[src/rtl/prrts_pkg.sv]
package prrts_pkg;

    localparam int MAX_TASKS = 16;
    localparam int NUM_LOCKS = 8;
    localparam int SLOT_W    = 4;
    localparam int LOCK_W    = 3;
    localparam int PRIO_W    = 16;
    localparam int TIME_W    = 32;
    localparam int CNT_W     = SLOT_W + 1;

    typedef enum logic [2:0] {
        OP_TICK,
        OP_SIGN_UP,
        OP_STOP,
        OP_SLEEP,
        OP_SUSPEND,
        OP_RESUME,
        OP_BLOCK,
        OP_YIELD
    } opcode_t;

    typedef enum logic [1:0] {
        ST_SUSPENDED,
        ST_READY,
        ST_SLEEPING,
        ST_BLOCKED
    } task_state_t;

    typedef enum logic [2:0] {
        CS_IDLE,
        CS_OP,
        CS_WALK,
        CS_FINISH,
        CS_DONE
    } ctrl_state_t;

    typedef struct packed {
        task_state_t         state;
        logic [PRIO_W-1:0]   prio;
        logic [TIME_W-1:0]   wake;
        logic [LOCK_W-1:0]   lock;
    } slot_entry_t;

    typedef struct packed {
        logic                ren;
        logic [SLOT_W-1:0]   raddr;
        logic                wen;
        logic [SLOT_W-1:0]   waddr;
        slot_entry_t         wdata;
    } table_req_t;

    typedef struct packed {
        logic [SLOT_W-1:0]   run_slot;
        logic                task_running;
        logic                switched;
        logic                none_ready;
        logic                error;
    } result_t;

endpackage

[src/rtl/prrts_table.sv]
module prrts_table
    import prrts_pkg::*;
(
    input  logic        clk,
    input  table_req_t  req,
    output slot_entry_t rdata
);

    slot_entry_t mem [MAX_TASKS];
    slot_entry_t rdata_reg;

    always_ff @(posedge clk)
    begin
        if (req.wen)
        begin
            mem[req.waddr] <= req.wdata;
        end
        if (req.ren)
        begin
            rdata_reg <= mem[req.raddr];
        end
    end

    assign rdata = rdata_reg;

endmodule

[src/rtl/prrts_ctrl.sv]
module prrts_ctrl
    import prrts_pkg::*;
(
    input  logic                 clk,
    input  logic                 rst_n,
    input  logic                 start,
    input  opcode_t              opcode,
    input  logic [SLOT_W-1:0]    slot,
    input  logic [PRIO_W-1:0]    priority_req,
    input  logic [TIME_W-1:0]    duration_ms,
    input  logic [LOCK_W-1:0]    lock_id,
    input  logic [NUM_LOCKS-1:0] lock_busy,
    input  logic [TIME_W-1:0]    now_ms,
    output logic                 idle,
    output logic                 res_valid,
    input  logic                 res_ack,
    output result_t              res,
    output table_req_t           tbl_req,
    input  slot_entry_t          tbl_rdata
);

    ctrl_state_t state_reg, state_next;

    opcode_t              op_reg;
    logic [SLOT_W-1:0]    slot_reg;
    logic [PRIO_W-1:0]    prio_reg;
    logic [TIME_W-1:0]    dur_reg;
    logic [LOCK_W-1:0]    lock_reg;
    logic [NUM_LOCKS-1:0] busy_reg;
    logic [TIME_W-1:0]    now_reg;

    logic [MAX_TASKS-1:0] linked_reg;
    logic [SLOT_W-1:0]    cur_reg;
    logic                 cur_valid_reg;
    logic [CNT_W-1:0]     cnt_reg;
    logic [SLOT_W-1:0]    eval_idx_reg;
    logic [SLOT_W-1:0]    best_reg;
    logic [PRIO_W-1:0]    max_reg;
    logic                 found_reg;
    logic                 sw_reg;
    logic                 none_reg;
    logic                 err_reg;

    logic [TIME_W:0]      wake_sum;
    logic [TIME_W-1:0]    wake_sat;
    logic                 op_pass;
    logic                 signup_ok;
    logic [SLOT_W-1:0]    rd_idx;
    task_state_t          eval_state;
    logic                 eval_linked;
    logic                 eval_pick;

    assign wake_sum  = {1'b0, now_reg} + {1'b0, dur_reg};
    assign wake_sat  = wake_sum[TIME_W] ? '1 : wake_sum[TIME_W-1:0];
    assign signup_ok = (prio_reg != '0) && !linked_reg[slot_reg];
    assign rd_idx    = cur_reg + SLOT_W'(1) + cnt_reg[SLOT_W-1:0];

    always_comb
    begin
        unique case (op_reg) inside
            OP_TICK, OP_YIELD, OP_SLEEP: op_pass = 1'b1;
            OP_STOP:                     op_pass = linked_reg[slot_reg];
            default:                     op_pass = 1'b0;
        endcase
    end

    // wake a due sleeper, release a task whose lock is free
    always_comb
    begin
        eval_state  = tbl_rdata.state;
        eval_linked = linked_reg[eval_idx_reg];
        if (eval_state == ST_SLEEPING && now_reg >= tbl_rdata.wake)
        begin
            eval_state = ST_READY;
        end
        if (eval_state == ST_BLOCKED && !busy_reg[tbl_rdata.lock])
        begin
            eval_state = ST_READY;
        end
        eval_pick = eval_linked && eval_state == ST_READY && tbl_rdata.prio > max_reg;
    end

    always_comb
    begin
        state_next = state_reg;
        unique case (state_reg)
            CS_IDLE:   if (start) state_next = CS_OP;
            CS_OP:     state_next = op_pass ? CS_WALK : CS_DONE;
            CS_WALK:   if (cnt_reg == CNT_W'(MAX_TASKS)) state_next = CS_FINISH;
            CS_FINISH: state_next = CS_DONE;
            CS_DONE:   if (res_ack) state_next = CS_IDLE;
            default:   state_next = CS_IDLE;
        endcase
    end

    always_comb
    begin
        tbl_req       = '0;
        tbl_req.wdata = tbl_rdata;
        idle          = 1'b0;
        res_valid     = 1'b0;
        unique case (state_reg)
            CS_IDLE:
            begin
                idle          = 1'b1;
                tbl_req.ren   = start;
                tbl_req.raddr = slot;
            end
            CS_OP:
            begin
                tbl_req.waddr = slot_reg;
                unique case (op_reg)
                    OP_SIGN_UP:
                    begin
                        tbl_req.wen   = signup_ok;
                        tbl_req.wdata = '{state: ST_READY, prio: prio_reg, wake: '0, lock: '0};
                    end
                    OP_SLEEP:
                    begin
                        tbl_req.wen         = 1'b1;
                        tbl_req.wdata.state = ST_SLEEPING;
                        tbl_req.wdata.wake  = wake_sat;
                    end
                    OP_SUSPEND:
                    begin
                        tbl_req.wen         = 1'b1;
                        tbl_req.wdata.state = ST_SUSPENDED;
                    end
                    OP_RESUME:
                    begin
                        tbl_req.wen         = 1'b1;
                        tbl_req.wdata.state = ST_READY;
                    end
                    OP_BLOCK:
                    begin
                        tbl_req.wen         = 1'b1;
                        tbl_req.wdata.state = ST_BLOCKED;
                        tbl_req.wdata.lock  = lock_reg;
                    end
                    default: tbl_req.wen = 1'b0;
                endcase
            end
            CS_WALK:
            begin
                tbl_req.ren         = cnt_reg < CNT_W'(MAX_TASKS);
                tbl_req.raddr       = rd_idx;
                tbl_req.waddr       = eval_idx_reg;
                tbl_req.wdata.state = eval_state;
                tbl_req.wen         = cnt_reg != '0 && eval_linked
                                      && eval_state != tbl_rdata.state;
            end
            CS_FINISH: idle = 1'b0;
            CS_DONE:   res_valid = 1'b1;
            default:   idle = 1'b0;
        endcase
    end

    always_ff @(posedge clk or negedge rst_n)
    begin
        if (!rst_n)
        begin
            state_reg     <= CS_IDLE;
            linked_reg    <= '0;
            cur_reg       <= '0;
            cur_valid_reg <= 1'b0;
        end
        else
        begin
            state_reg <= state_next;
            if (state_reg == CS_OP)
            begin
                if (op_reg == OP_SIGN_UP && signup_ok)
                begin
                    linked_reg[slot_reg] <= 1'b1;
                end
                if (op_reg == OP_STOP)
                begin
                    linked_reg[slot_reg] <= 1'b0;
                end
            end
            if (state_reg == CS_FINISH)
            begin
                if (found_reg)
                begin
                    cur_reg       <= best_reg;
                    cur_valid_reg <= 1'b1;
                end
                else if (!linked_reg[cur_reg])
                begin
                    cur_valid_reg <= 1'b0;
                end
            end
        end
    end

    always_ff @(posedge clk)
    begin
        unique case (state_reg)
            CS_IDLE:
            begin
                if (start)
                begin
                    op_reg   <= opcode;
                    slot_reg <= slot;
                    prio_reg <= priority_req;
                    dur_reg  <= duration_ms;
                    lock_reg <= lock_id;
                    busy_reg <= lock_busy;
                    now_reg  <= now_ms;
                    sw_reg   <= 1'b0;
                    none_reg <= 1'b0;
                    err_reg  <= 1'b0;
                end
            end
            CS_OP:
            begin
                err_reg   <= op_reg == OP_SIGN_UP && !signup_ok;
                cnt_reg   <= '0;
                max_reg   <= '0;
                found_reg <= 1'b0;
            end
            CS_WALK:
            begin
                cnt_reg      <= cnt_reg + CNT_W'(1);
                eval_idx_reg <= rd_idx;
                if (cnt_reg != '0 && eval_pick)
                begin
                    max_reg   <= tbl_rdata.prio;
                    best_reg  <= eval_idx_reg;
                    found_reg <= 1'b1;
                end
            end
            CS_FINISH:
            begin
                none_reg <= !found_reg;
                sw_reg   <= found_reg && (!cur_valid_reg || best_reg != cur_reg);
            end
            default: ;
        endcase
    end

    assign res = '{run_slot: cur_reg, task_running: cur_valid_reg, switched: sw_reg,
                   none_ready: none_reg, error: err_reg};

endmodule

[src/rtl/priority_round_robin_task_scheduler.sv]
// Task scheduler for one core with up to sixteen task slots.
// Request channel (req_valid/req_stall) carries one command word: opcode,
// slot, priority_req, duration_ms, lock_id, lock_busy and now_ms.
// Response channel (rsp_valid/rsp_stall) returns one word per command:
// run_slot, task_running, switched, none_ready and error.
// Commands without a scheduling pass (sign up, suspend, resume, block,
// stop of an unlinked slot) skip the table walk and go straight to the response.
// Tick, yield, sleep and stop of a linked slot walk the slot table one
// entry per cycle through its single read port.
// One command is in work at a time; req_stall is high while it runs.
// A finished response waits in the output register, so the next command
// is taken while the receiver stalls; the command after that holds until
// the register drains.
// Reset clears all slot links and the running task; no clearing pass.
module priority_round_robin_task_scheduler
    import prrts_pkg::*;
(
    input  logic                 clk,
    input  logic                 rst_n,
    input  logic                 req_valid,
    output logic                 req_stall,
    input  logic [2:0]           opcode,
    input  logic [SLOT_W-1:0]    slot,
    input  logic [PRIO_W-1:0]    priority_req,
    input  logic [TIME_W-1:0]    duration_ms,
    input  logic [LOCK_W-1:0]    lock_id,
    input  logic [NUM_LOCKS-1:0] lock_busy,
    input  logic [TIME_W-1:0]    now_ms,
    output logic                 rsp_valid,
    input  logic                 rsp_stall,
    output logic [SLOT_W-1:0]    run_slot,
    output logic                 task_running,
    output logic                 switched,
    output logic                 none_ready,
    output logic                 error
);

    logic        idle;
    logic        start;
    logic        res_valid;
    logic        load;
    result_t     res;
    table_req_t  tbl_req;
    slot_entry_t tbl_rdata;

    logic        rsp_valid_reg;
    result_t     rsp_reg;

    assign req_stall = !idle;
    assign start     = req_valid && idle;
    assign load      = res_valid && (!rsp_valid_reg || !rsp_stall);

    prrts_table u_table (
        .clk   (clk),
        .req   (tbl_req),
        .rdata (tbl_rdata)
    );

    prrts_ctrl u_ctrl (
        .clk          (clk),
        .rst_n        (rst_n),
        .start        (start),
        .opcode       (opcode_t'(opcode)),
        .slot         (slot),
        .priority_req (priority_req),
        .duration_ms  (duration_ms),
        .lock_id      (lock_id),
        .lock_busy    (lock_busy),
        .now_ms       (now_ms),
        .idle         (idle),
        .res_valid    (res_valid),
        .res_ack      (load),
        .res          (res),
        .tbl_req      (tbl_req),
        .tbl_rdata    (tbl_rdata)
    );

    always_ff @(posedge clk or negedge rst_n)
    begin
        if (!rst_n)
        begin
            rsp_valid_reg <= 1'b0;
        end
        else if (load)
        begin
            rsp_valid_reg <= 1'b1;
        end
        else if (!rsp_stall)
        begin
            rsp_valid_reg <= 1'b0;
        end
    end

    always_ff @(posedge clk)
    begin
        if (load)
        begin
            rsp_reg <= res;
        end
    end

    assign rsp_valid    = rsp_valid_reg;
    assign run_slot     = rsp_reg.run_slot;
    assign task_running = rsp_reg.task_running;
    assign switched     = rsp_reg.switched;
    assign none_ready   = rsp_reg.none_ready;
    assign error        = rsp_reg.error;

endmodule
[config.mk]
export PLATFORM = sky130hd
export DESIGN_NAME = priority_round_robin_task_scheduler
export DESIGN_NICKNAME = d
export VERILOG_FILES = /design/src/rtl/prrts_pkg.sv /design/src/rtl/prrts_table.sv /design/src/rtl/prrts_ctrl.sv /design/src/rtl/priority_round_robin_task_scheduler.sv
export SDC_FILE = /design/constraint.sdc
export NUM_CORES = 1
export LEC_CHECK = 0
export ABC_AREA = 1
export BUFFER_PORTS_ARGS = -buffer_cell sky130_fd_sc_hd__buf_2
export CAP_MARGIN = 20
export CORE_UTILIZATION = 60
export CTS_CLUSTER_DIAMETER = 150
export DETAILED_ROUTE_END_ITERATION = 16
export PLACE_DENSITY = 0.77
export SYNTH_ARGS = -nofsm -noshare
export SYNTH_HDL_FRONTEND = slang
export SYNTH_SLANG_ARGS = --single-unit
[constraint.sdc]
create_clock -name clk -period 6.1 [get_ports clk]
set_clock_uncertainty 0.2 [all_clocks]
set_input_delay 1.22 -clock clk [delete_from_list [all_inputs] [get_ports clk]]
set_output_delay 1.22 -clock clk [all_outputs]
set_load 0.1 [all_outputs]
==> flow_summary.yaml <==
timing:
  slew_headroom_pct: 23.6
  period_share_pct: 74.3
  tightest_slew_ns: 1.14
  hold_viol_final: 0
  fmax_mhz: 221
  setup_violations: 0
  period_needed_ns: 4.53
  rsz0062_at_grt: "false"
  finalSetupTns_ns: 0
  slew_violations: 0
worst_setup_path:
  critPathMaxStageDelay_ns: 0.81
  path_delay_family: "buffers and inverters"
  cp-start-kind: "register"
  crit_start: "u_ctrl.state_reg[0]$_DFFE_PN0P_"
  cp.required_ns: 6.44
  worstSetupPathType: "reg -> reg"
  worstSetupEndpointType: "register"
  cp_cell_sequence: "inv_2, nand2_2, inv_2, nand2_2, o21ai_4, buf_4, buf_12, o21ai_0, o211ai_1, nand3_1, nand2_1"
  crit_fanout: 252
  cp_num_buf_inv: 4
  worstPathArrival_ns: 4.87
  cp_slowest_cell: "buf_4"
  reg2reg_from: "u_ctrl.state_reg[0]$_DFFE_PN0P_"
logic_synthesis:
  ys_ff_latch: 1065
  synth.most_common_cell: "edfxtp_1"
  avgSynthCellArea_um2: 11.9
  ys_top_cells_by_count: "edfxtp_1 (1040), nor2_1 (778), o21ai_0 (549)"
  synth_edf_count: 1040
  synth_area_leaders: "edfxtp_1 (69%), nor2_1 (6.5%), o21ai_0 (6.1%)"
  synthFlopType: "edfxtp_1"
  synth_warnings: 0
  synthDistinctLibCells: 42
  synth_largest_area_cell: "edfxtp_1"
  yosysSeqAreaShare_pct: 70.5
  syn-num-nets: 3974
  synth_top_area_share_pct: 69.1
  syn_area_um2: 45200
  async_flop_share_pct: 2.35
  synth_cells: 3785
placed_design:
  portBuffers: 111
  hpwl_um: 60500
  gp_congestion: 0.931
global_routing:
  grt_pass1_vias: 28200
  track_usage_pct: 28.3
  grt_start_max_net_pins: 253
  grt_antenna_before_repair: 0
  grt_overflow: 0
  grt_first_pass_wirelength_um: 165000
drt:
  drc: 0
  first_pass_iters: 6
  vias_per_cell: 6.11
  wire_per_inst_um: 22.2
  first_iter_violations: 4118
  wirelength_um: 109000
  postRouteAntennaNets: 0
  vias: 30200
final_layout:
  largest_register_ffs: 848
  fill_cells: 5147
  syn2layout_area_growth_pct: 11.3
  utilization_pct: 67.6
  nets: 4066
  antennaDiodeCount: 0
  drive_gt1_share_pct: 9.43
min_path:
  min_from: "u_ctrl.sw_reg$_SDFFCE_PN0P_"
  hp-class: "reg -> reg"
clock_network:
  cts.sinks: 1065
  cts_resized: 0
  cts_setup_buffers: 0
  path_clk_slew_ns: 0.07
  cts_tree: "built"
  htree_levels: 3
  ctsHoldBuffers: 0
  clock_path_buffers: 3
  cts_root_buf: "clkbuf_16"
  cts_made_buffers: 104
  insertion_delay_ns: 0.69
floorplanning:
  initial_core_util_pct: 60.7
  die_h_um: 277
  num_rows: 100
  pin_count: 112
  design.core.area_um2: 74400
  die_w_um: 277
  die-area_um2: 76500
power_and_ir_drop:
  cellPowerDensity_nw_per_um2: 513
  p_leak_nw: 17.5
  power_mw: 25.8
  vdd_ir_drop_max_v: 0.000468
outcome:
  status: "finished, final reports clean"
run:
  cap_violations: 0
[worst reg2reg max path, delay by kind of cell (launching register included)]
kind	cells	cell delay (ns)
buf+inv	4	1.73
compound gates	3	1.14
simple gates	4	0.91
flops	1	0.40
[placed cells by master, fill, tap and decap left out, types with 6 or more instances in the layout]
cell type      n
clkbuf_1      24
edfxtp_1    1040
clkinvlp_4     6
nor4_1        14
a21oi_1      110
nor2_2         6
xor2_1        15
a22oi_1        7
buf_2        111
nor2_4        17
o21ai_1       25
dfrtp_1       25
inv_2          7
o22ai_1       10
clkbuf_16    104
buf_4         53
clkinv_2      18
nor3_1        14
o21a_1         7
bufinv_16      8
clkinv_1      22
o211ai_1     216
nand2_1      318
o21ai_0      544
buf_12        12
inv_1        191
nor2_1       761
nand4_1       14
ha_1          85
nand3_1      124
[path summary, 6_finish.rpt]
| path | endpoint | slack, ns | cells after the start |
|---|---|---|---|
| worst max-delay path | u_table.rdata[51]$_DFFE_PP_ | 1.57 | 11 |
| worst min-delay path | switched$_DFFE_PP_ | 0.23 | 0 |
| worst max register to register | u_table.rdata[51]$_DFFE_PP_ | 1.57 | 11 |
| worst min register to register | switched$_DFFE_PP_ | 0.23 | 0 |
| max in group asynchronous | u_ctrl.linked_reg[1]$_DFFE_PN0P_ | 4.94 | 1 |
| min in group asynchronous | u_ctrl.state_reg[1]$_DFFE_PN0P_ | 0.34 | 1 |
[through the flow]
| stage | worst slack [ns] | instance area [um2] | hold slack (ns) | cells |
|---|---|---|---|---|
| floorplan | 0.774 | 45200 | 0.200 | 3785 |
| global placement | 1.85 | 46900 | 0.208 | 4733 |
| detailed placement | 1.81 | 46900 | 0.210 | 4733 |
| CTS | 1.78 | 50200 | 0.225 | 4926 |
| global route | 1.39 | 50300 | 0.230 | 4933 |
| finish | 1.57 | 50300 | 0.226 | 4933 |
[power by group]
group          total [mW]  leakage, nW  switching (mW)  internal, mW
Clock                6.30         1.62            2.76          3.54
Combinational        8.98         6.14            6.55          2.42
Sequential           10.6         9.77           0.391          10.2
[layer usage]
metal | track usage (%) | routed length (um)
met3 | 3.93 | 9860
met5 | 0 | 0
met4 | 9.35 | 3000
met2 | 45.8 | 52500
met1 | 39.8 | 44000
[kinds of logic after synthesis]
logic type                 share of synthesized area [%]
DFF                                                 70.5
buffers and inverters                               3.61
xor gates and xnor gates                           0.329
and+or+nand+nor                                     11.2
adders and majority gates                           2.44
AOI/OAI and AO/OA                                   11.9
[layout make-up]
class	instances	area, um2	share of cell area (%)
inverter	203	778	1.55
timing repair buffer	177	1220	2.43
tap	969	1210	2.41
multi-input combinational	2326	11900	23.6
sequential	1065	31900	63.3
clock inverter	62	636	1.26
clock buffer	131	2730	5.43
No activity file was read; power rests on OpenSTA's default activity.
